**src/rtl/bpa_ram.sv**
```systemverilog
module bpa_ram #(
    parameter int WIDTH = 8,
    parameter int DEPTH = 16
) (
    input  logic                     i_clk,
    input  logic                     i_we,
    input  logic [$clog2(DEPTH)-1:0] i_waddr,
    input  logic [WIDTH-1:0]         i_wdata,
    input  logic [$clog2(DEPTH)-1:0] i_raddr,
    output logic [WIDTH-1:0]         o_rdata
);
    logic [WIDTH-1:0] r_mem [DEPTH];
    logic [WIDTH-1:0] r_rdata;

    always_ff @(posedge i_clk) begin
        if (i_we) begin
            r_mem[i_waddr] <= i_wdata;
        end
        r_rdata <= r_mem[i_raddr];
    end

    assign o_rdata = r_rdata;
endmodule

```
**config.mk**
```make
export PLATFORM = sky130hd
export DESIGN_NAME = bpa_ram
export DESIGN_NICKNAME = d
export VERILOG_FILES = /design/src/rtl/bpa_ram.sv
export SDC_FILE = /design/constraint.sdc
export NUM_CORES = 1
export LEC_CHECK = 0
export BUFFER_PORTS_ARGS = -buffer_cell sky130_fd_sc_hd__buf_4
export CORE_ASPECT_RATIO = 0.5
export CORE_MARGIN = 1
export CORE_UTILIZATION = 40
export CTS_CLUSTER_DIAMETER = 100
export CTS_CLUSTER_SIZE = 30
export DETAILED_ROUTE_END_ITERATION = 10
export SLEW_MARGIN = 5
export SYNTH_ARGS = -nofsm -noshare
export SYNTH_HDL_FRONTEND = slang
export SYNTH_SLANG_ARGS = --single-unit
```
**constraint.sdc**
```tcl
create_clock -name i_clk -period 2.2 [get_ports i_clk]
set_input_delay 0.44 -clock i_clk [delete_from_list [all_inputs] [get_ports i_clk]]
set_output_delay 0.44 -clock i_clk [all_outputs]
set_load 0.02 [all_outputs]
```
==> results of run 1 <==
==> cells in the final DEF, fill, tap and decap left out, drive strengths merged <==
cell type and instances:
bufinv 1, or3b 1, nand2 9, mux4 32
nor2 13, edfxtp 128, dfxtp 8, nand3b 2
clkinvlp 2, buf 48, and2 1, clkbuf 23
nor2b 1, a22oi 16, nand2b 2, nor3 4
and2b 1, clkinv 5, nand3 1
==> synth_stat cells, drive strengths merged <==
| cell | n | area share [%] |
|---|---|---|
| or3b | 1 | 0.17 |
| nor2b | 1 | 0.12 |
| nor3 | 4 | 0.39 |
| edfxtp | 128 | 75 |
| a22oi | 16 | 2.3 |
| and2 | 1 | 0.12 |
| nand2b | 2 | 0.24 |
| buf | 7 | 1.1 |
| nor2 | 13 | 0.95 |
| and2b | 1 | 0.15 |
| nand2 | 9 | 0.66 |
| clkdlybuf4s25 | 3 | 0.58 |
| dfxtp | 8 | 3.1 |
| nand3 | 1 | 0.097 |
| nand3b | 2 | 0.29 |
| mux4 | 32 | 15 |
==> state kept, by name, summed over array words and instances, names as in the netlist <==
name	cells
o_rdata	8
r_mem	128
==> kinds of logic (layout without fill, tap and decap cells) <==
logic type             Yosys count  after routing  synth area share, %
flip-flops                     136            136                 77.8
AND/OR/NAND/NOR                 35             35                 3.18
multiplexers                    32             32                 15.0
AO/OA/AOI/OAI                   16             16                 2.33
buffers and inverters           10             79                 1.68
==> final timing paths <==
| check | endpoint | slack (ns) |
|---|---|---|
| worst min register to register | o_rdata[0] | 0.69 |
| worst max-delay path | o_rdata[7] | 0.67 |
| worst max register to register | o_rdata[3] | 0.79 |
| worst min-delay path | r_mem[6][6] | 0.35 |
==> through the flow <==
step	cells	power, mW
floorplan	229	3.13
global placement	432	3.28
detailed placement	432	3.29
CTS	463	5.94
global route	463	6.07
finish	463	5.89
==> metal layers <==
metal	part of all wire (%)	GRT usage, %
met1	48	23.4
met2	47	24.5
met3	4.4	4.95
met4	0.86	7.08
met5	0	0
==> power breakdown <==
group	internal [mW]	switching (mW)	leakage [nW]
clock network	1.69	0.970	0.281
logic	0.140	0.177	0.620
registers	2.90	0.0194	1.22
total	4.72	1.17	2.12
==> cell type report <==
cell class	count	area (um2)
clock buffers	23	498
clock inverters	8	70.1
fillers	940	5940
multi-input cells	83	1060
flip-flops and latches	136	4000
well taps	165	206
repair buffers	48	385
==> worst max-delay path, cell delays in order <==
cell and delay [ns]:
buf_4 0.20, buf_12 0.21, mux4_2 0.51, a22oi_1 0.36, nand2_1 0.09
==> results.md, run 1 <==
* Final setup skew at 0.00627 ns
* Placed inst area at 5650 um2
* Worst Setup End Kind: register
* Initial antenna violation count at 0
* Vias at 2,454
* Largest net degree at the start of global routing at 17
* Final Wtd Congestion at 0.734
* Area Growth Syn to Fin at 20.9%
* Max Slew Vio Count at 0
* Root buf cell: clkbuf_16
* Design area at 6220 um2
* Die area at 13,400 um2
* Mapped Cells at 229
* Synth Cell Area at 5150 um2
* Tmin final at 1.53 ns
* H-tree depth at 4
* Antenna Nets Post-Route at 0
* Post-CTS setup-driven buffer insertion count at 0
* TritonCTS clock tree: yes
* Gr usage total at 16.7%
* Post-place setup slack at 0.269 ns
* Ports at 26
* Final core utilization at 51.2%
* Worst hold start: i_wdata[6]
* DRC Markers at 0
* Yosys cell types at 19
* Leakage at 2.12 nW
* Final period util at 69.6%
* Hold Crit Depth at 1
* Hold_ws at 0.352 ns
* Vias in the first global route at 2,459
* Worst VDD drop at 0.000389 V
* Cts hold-fix bufs at 0
* Yosys reg bits at 136
* Row count at 28
* Vias per inst at 5.30
* Setup violators final at 0
* Post-Syn Area per Cell at 22.5 um2
* Die Ht at 82.2 um
* Worst r2r src: r_mem[10][3]
* Ant diodes at 0
* Chip width at 162 um
* FMAX at 0.653 GHz
* Clk pin slew, worst setup/hold paths at 0.05 ns
* Fraction of layout cells with a size suffix above 1 at 32.6%
* Setup ws final at 0.669 ns
* Drt wl/cell at 21.8 um
* Clock Latency Late Sink at 0.41 ns
* Final setup TNS at 0 ns
* Worst Path Arrival at 1.82 ns
* Crit path launch type: input pin
* Slew HR at 48.5%
* CTS Buf Count at 17
* Initial DRC count at 256
* Cts repair resizes at 0
* Number of warnings issued by yosys at 0
* Max-Cap Viols at 0
* Fin nets at 304
* Crit path required time at 2.49 ns
* Hold Crit Class: input pin to register
* CP Class: input pin to register
* Initial core utilization at 42.3%
* WL final at 10,100 um
* Pwr dens at 947 nW/um2
* Drt pass-1 iters at 4
* Hold Fails Final Rpt at 0
* Clock sink count at 136
* CTS max path bufs at 2
* Worst setup startpoint: i_raddr[0]
* RSZ-0062 raised after global routing: false
* Post-DP HPWL at 6630 um
* Sequential share of the synthesized area at 77.8%
* Status: complete, no violations
* Port-buffer cells at 25
* Worst Reg-to-Reg Cells at 3
* Global-route wire length before repair at 15,100 um
* Syn_nets at 247
* Placeable Area at 12,200 um2
* Worst Tran Pin Value at 0.770 ns
* Crit path max fanout at 16
* GRT overflow at 0
(Power assumes the default switching activity.)
==> run 2, diff against run 1 <==
- clock period: 2.2 -> 1.55 ns (I/O delays scaled with it)
==> run 2 against run 1 <==
Flip-flop and latch count did not move; largest power group unchanged; core utilization grew 0.82 points; cell count is 1.7% higher; register-to-register slack got worse by 0.66 ns; clock power increased by 55%; critical path depth is 2 lower; sequential power is 42% higher.
==> results.md, run 2 (synthesis results as in run 1) <==
* Status: complete, no violations
* Vias at 2,425 (-1.2%)
* Int Pwr at 6.99 mW (+48%)
* Max reg flops at 128 (unchanged)
* Most frequent cells in the layout: edfxtp_1 (128), buf_4 (53), mux4_2 (18)
* WL final at 10,000 um (-0.76%)
* Clock network fraction of total power at 47.2% (+2.1 points)
* FMAX at 0.702 GHz
* Biggest register: r_mem
* DRC Markers at 0 (unchanged)
* Setup violators final at 0 (unchanged)
* Design area at 6320 um2 (+1.6%)
* Die area at 13,400 um2 (unchanged)
* CTS Buf Count at 17 (unchanged)
* Chip width at 162 um (unchanged)
* Ant diodes at 0 (unchanged)
* H-tree depth at 4 (unchanged)
* Tmin final at 1.42 ns
* Cts hold-fix bufs at 0 (unchanged)
* Worst Path Arrival at 1.72 ns (-0.10 ns)
* Max Slew Vio Count at 0 (unchanged)
* RSZ-0062 raised after global routing: false
* Crit path max fanout at 1 (-15)
* Post-DP HPWL at 6450 um (-2.7%)
* Hold_ws at 0.201 ns (-0.152 ns)
* Initial core utilization at 42.3% (unchanged)
* Drt wl/cell at 21.3 um (-2.4%)
* Pwr dens at 1380 nW/um2 (+45%)
* Drt pass-1 iters at 4 (unchanged)
* Final Wtd Congestion at 0.756 (+3.0%)
* Combinational power share at 5.3% (about the same)
* Fraction of layout cells with a size suffix above 1 at 34.3% (+1.8 points)
* Commonest non-fill, non-tap cell in the layout: edfxtp_1
* Antenna Nets Post-Route at 0 (unchanged)
* Flop pwr share at 47.6% (-1.9 points)
* Gr usage total at 16.7% (about the same)
* Area Growth Syn to Fin at 22.8%
* Ports at 26 (unchanged)
* Root buf cell: clkbuf_16
* Psw at 1.71 mW (+47%)
* Placeable Area at 12,200 um2 (unchanged)
* Worst Setup End Kind: register
* Final setup skew at 0.00690 ns (+0.000629 ns)
* Post-CTS setup-driven buffer insertion count at 0 (unchanged)
* Cts repair resizes at 0 (unchanged)
* Hold Fails Final Rpt at 0 (unchanged)
* Largest net degree at the start of global routing at 18 (+1)
* CP Class: register to register
* TritonCTS clock tree: yes
* CTS max path bufs at 2 (unchanged)
* Switch share at 19.7% (-0.12 points)
* Worst VDD drop at 0.000652 V (+68%)
* Max-Cap Viols at 0 (unchanged)
* Clock Latency Late Sink at 0.41 ns (about the same)
* Crit path launch type: register
* Vias per inst at 5.15 (-2.9%)
* GRT overflow at 0 (unchanged)
* Leakage at 2.16 nW (+1.9%)
* Number of fill cells at 930 (-1.1%)
* Placed inst area at 5710 um2 (+1.0%)
* Initial antenna violation count at 0 (unchanged)
* Port-buffer cells at 25 (unchanged)
* Global-route wire length before repair at 15,200 um (+0.36%)
* Clock sink count at 136 (unchanged)
* Initial DRC count at 221 (-14%)
* Row count at 28 (unchanged)
* Vias in the first global route at 2,542 (+3.4%)
* Die Ht at 82.2 um (unchanged)
* Crit path required time at 1.84 ns (-0.65 ns)
* Slew HR at 42.2% (-6.3 points)
* Final period util at 91.9%
* Worst Tran Pin Value at 0.865 ns (+0.0942 ns)
* Hold Crit Class: input pin to register
* Fin nets at 311 (+2.3%)
* Clk pin slew, worst setup/hold paths at 0.06 ns (about the same)
## run 2: cell count changes in the layout (fill, tap and decap cells not counted), sizes merged
cell,previous run,this run
buf,48,55
bufinv,1,4
clkbuf,23,18
clkinvlp,2,5
## run 2: final timing paths
check	start	endpoint	slack, ns	cells past startpoint
max reg2reg	r_mem[1][1]	o_rdata[1]	0.13	3
max	r_mem[1][1]	o_rdata[1]	0.13	3
min reg2reg	r_mem[12][7]	o_rdata[7]	0.68	3
min	i_wdata[5]	r_mem[9][5]	0.20	1
## run 2: metal layers
| metal | track usage, % | vias up | share of wire, % |
|---|---|---|---|
| met1 | 22.7 | 1266 | 47 |
| met4 | 6.51 | 0 | 0.97 |
| met5 | 0 | - | 0 |
| met2 | 25.3 | 50 | 47 |
| li1 | - | 1100 | - |
| met3 | 5.39 | 9 | 5.5 |
## run 2: stage by stage
stage	power, mW	util (%)	std cells	setup TNS (ns)	setup WS, ns
after floorplan	4.44	-	229	-0.703	-0.0261
after global placement	4.67	47.0	439	-2.10	-0.234
after detailed placement	4.68	47.0	439	-2.43	-0.279
after CTS	8.77	52.0	471	0	0.113
after global routing	8.95	52.0	471	0	0.0164
final	8.70	52.0	471	0	0.126
## run 2: power groups by stage
stage	registers [mW]	logic (mW)	clock network (mW)
6_report	4.14	0.457	4.11
3_5_place_dp	4.22	0.462	0
2_1_floorplan	4.24	0.209	0
4_1_cts	4.14	0.464	4.17
3_3_place_gp	4.21	0.453	0
5_1_grt	4.15	0.491	4.31
## run 2: layout make-up
type | instances | area [um2] | area share (%)
Multi-Input combinational cell | 83 | 1060 | 16.8
Tap cell | 165 | 206 | 3.27
Clock buffer | 18 | 429 | 6.79
Timing Repair Buffer | 55 | 438 | 6.93
Sequential cell | 136 | 4000 | 63.3
Clock inverter | 14 | 181 | 2.87
## run 2: worst max-delay path: stages, from the launching register on
cell	delay, ns
edfxtp_1	0.35
mux4_1	0.52
a22oi_1	0.34
nand2_1	0.10
==> run 3, diff against run 2 <==
- CELL_PAD_IN_SITES_DETAIL_PLACEMENT: default -> 1
- CELL_PAD_IN_SITES_GLOBAL_PLACEMENT: default -> 1
- PLACE_DENSITY_LB_ADDON: default -> 0.1
==> run 3 against run 2 <==
Total power shrank 0.27%; combinational power grew 8.3%; critical endpoint is now o_rdata[3]; critical path depth is the same; sequential share of layout area shrank 0.77 points; worst setup slack gained 0.0052 ns; fmax grew 0.37%; hold slack gained 0.0014 ns; core utilization grew 0.64 points; sequential power is essentially flat.
==> results.md, run 3 (synthesis results as in run 1) <==
* Psw at 1.78 mW (+3.8%)
* Initial antenna violation count at 0 (unchanged)
* RSZ-0062 raised after global routing: false
* Clk pin slew, worst setup/hold paths at 0.06 ns (about the same)
* Global-route wire length before repair at 16,800 um (+11%)
* Initial DRC count at 156 (-29%)
* Largest stage delay on the critical path at 0.50 ns (-0.02 ns)
* Worst hold start: i_wdata[1]
* Worst Tran Pin Value at 0.570 ns (-0.295 ns)
* Cts repair resizes at 0 (unchanged)
* FMAX at 0.705 GHz (+0.37%)
* Post-CTS setup-driven buffer insertion count at 0 (unchanged)
* Flop pwr share at 47.7% (about the same)
* Design area at 6400 um2 (+1.2%)
* Pwr dens at 1360 nW/um2 (-1.5%)
* Worst Path Buf+Inv at 0 (unchanged)
* Hold Crit Class: input pin to register
* Drt wl/cell at 23.4 um (+9.9%)
* Fin nets at 318 (+2.3%)
* Worst Path Arrival at 1.71 ns (about the same)
* Final setup TNS at 0 ns (unchanged)
* WL final at 11,200 um (+12%)
* Commonest non-fill, non-tap cell in the layout: edfxtp_1
* Worst VDD drop at 0.000761 V (+17%)
* Drt pass-1 iters at 4 (unchanged)
* Die area at 13,400 um2 (unchanged)
* R2R Path End: o_rdata[3]
* Clock network fraction of total power at 46.6% (-0.6 points)
* Hold Crit Depth at 1 (unchanged)
* Crit path required time at 1.84 ns (about the same)
* Worst r2r src: r_mem[9][3]
* Max-Cap Viols at 0 (unchanged)
* Ports at 26 (unchanged)
* Int Pwr at 6.90 mW (-1.3%)
* Crit path max fanout at 1 (unchanged)
* CP Class: register to register
* Vias in the first global route at 2,673 (+5.2%)
* Worst hold endpoint: r_mem[12][1]
* Slew HR at 61.9% (+20 points)
* TritonCTS clock tree: yes
* Antenna Nets Post-Route at 0 (unchanged)
* Switch share at 20.5% (+0.81 points)
* Combinational power share at 5.7% (+0.4 points)
* Max Slew Vio Count at 0 (unchanged)
* Placed insts at 446 (+1.6%)
* Area Growth Syn to Fin at 24.3%
* Post-DP HPWL at 7510 um (+16%)
* Worst Reg-to-Reg Cells at 3 (unchanged)
* Cts hold-fix bufs at 0 (unchanged)
* Hold Fails Final Rpt at 0 (unchanged)
* Gr usage total at 18.8% (+2.1 points)
* R2R setup slack at 0.13 ns (about the same)
* Setup violators final at 0 (unchanged)
* Fraction of layout cells with a size suffix above 1 at 36.1% (+1.8 points)
* Largest net degree at the start of global routing at 22 (+4)
* Leakage at 2.23 nW (+3.0%)
* Row count at 28 (unchanged)
* Post-route insts no fill at 478 (+1.5%)
* Chip width at 162 um (unchanged)
* CTS max path bufs at 2 (unchanged)
* Status: complete, no violations
* Slowest CP cell: mux4_1
* Most frequent cells in the layout: edfxtp_1 (128), buf_4 (57), mux4_2 (18)
* Biggest register: r_mem
* DRC Markers at 0 (unchanged)
* Clock Latency Late Sink at 0.42 ns (about the same)
* Vias per inst at 5.26 (+2.1%)
* Placeable Area at 12,200 um2 (unchanged)
* Crit path launch type: register
* Vias at 2,513 (+3.6%)
* GRT overflow at 0 (unchanged)
* Die Ht at 82.2 um (unchanged)
* Final setup skew at 0.00967 ns (+0.00277 ns)
* H-tree depth at 4 (unchanged)
* Delay-heaviest family, CP: multiplexers
* Placed inst area at 5800 um2 (+1.6%)
* Port-buffer cells at 25 (unchanged)
* CTS Buf Count at 17 (unchanged)
* Initial core utilization at 42.3% (unchanged)
* Clock sink count at 136 (unchanged)
* Tmin final at 1.42 ns (-0.00519 ns)
* Max reg flops at 128 (unchanged)
* Final period util at 91.5% (-0.33 points)
* Worst Setup End Kind: register
* Final Wtd Congestion at 0.734 (-2.9%)
* Ant diodes at 0 (unchanged)
* Critical path, cell by cell: mux4_1, a22oi_1, nand2_1
* Root buf cell: clkbuf_16
[run 3: cell types whose count changed in the layout (fill, tap and decap cells not counted), sizes merged]
cell,change
clkinv,+5
clkinvlp,-5
clkbuf,+1
bufinv,-1
buf,+7
[run 3: per-layer routing]
layer  global-route usage (%)  share of wire, %  vias to the layer above
met1                     26.7                50                     1343
li1                         -                 -                     1119
met4                     6.70               1.0                        0
met5                        0                 0                        -
met3                     5.54               3.7                       14
met2                     27.8                45                       37
[run 3: cell type report]
| cell class | instances | area, um2 |
|---|---|---|
| well taps | 165 | 206 |
| multi-input cells | 83 | 1060 |
| fillers | 1077 | 5760 |
| repair buffers | 62 | 528 |
| clock inverters | 13 | 155 |
| flip-flops and latches | 136 | 4000 |
| clock buffers | 19 | 443 |
[run 3: power by group through the flow]
stage / Sequential (mW) / Combinational, mW / Clock (mW)
after CTS: 4.14 / 0.500 / 4.14
after detailed placement: 4.21 / 0.497 / 0
after global placement: 4.21 / 0.487 / 0
final: 4.14 / 0.495 / 4.05
after floorplan: 4.24 / 0.209 / 0
after global routing: 4.14 / 0.530 / 4.26
[run 3: worst max path at each step]
stage / startpoint / endpoint / slack, ns / depth (start not counted)
5_1_grt: r_mem[0][0] / o_rdata[0] / 0.05 / 3
4_1_cts: r_mem[0][0] / o_rdata[0] / 0.12 / 3
3_3_place_gp: i_raddr[0] / o_rdata[3] / -0.29 / 6
3_5_place_dp: i_raddr[0] / o_rdata[2] / -0.28 / 6
2_1_floorplan: i_waddr[2] / r_mem[3][0] / -0.03 / 2
6_report: r_mem[9][3] / o_rdata[3] / 0.13 / 3
[run 3: through the flow]
stage | utilization (%) | hold slack, ns | power (mW) | setup WS (ns)
2_1_floorplan | - | 0.409 | 4.44 | -0.0261
3_3_place_gp | 47.7 | 0.609 | 4.69 | -0.287
3_5_place_dp | 47.7 | 0.630 | 4.71 | -0.276
4_1_cts | 52.6 | 0.184 | 8.78 | 0.117
5_1_grt | 52.6 | 0.203 | 8.93 | 0.0520
6_report | 52.6 | 0.202 | 8.68 | 0.131
[run 3: worst reg2reg max path: cells and delay by family (launching register included)]
family           cells  cell delay [ns]
flip-flops           1             0.36
multiplexers         1             0.50
AO/OA/AOI/OAI        1             0.35
AND/OR/NAND/NOR      1             0.09
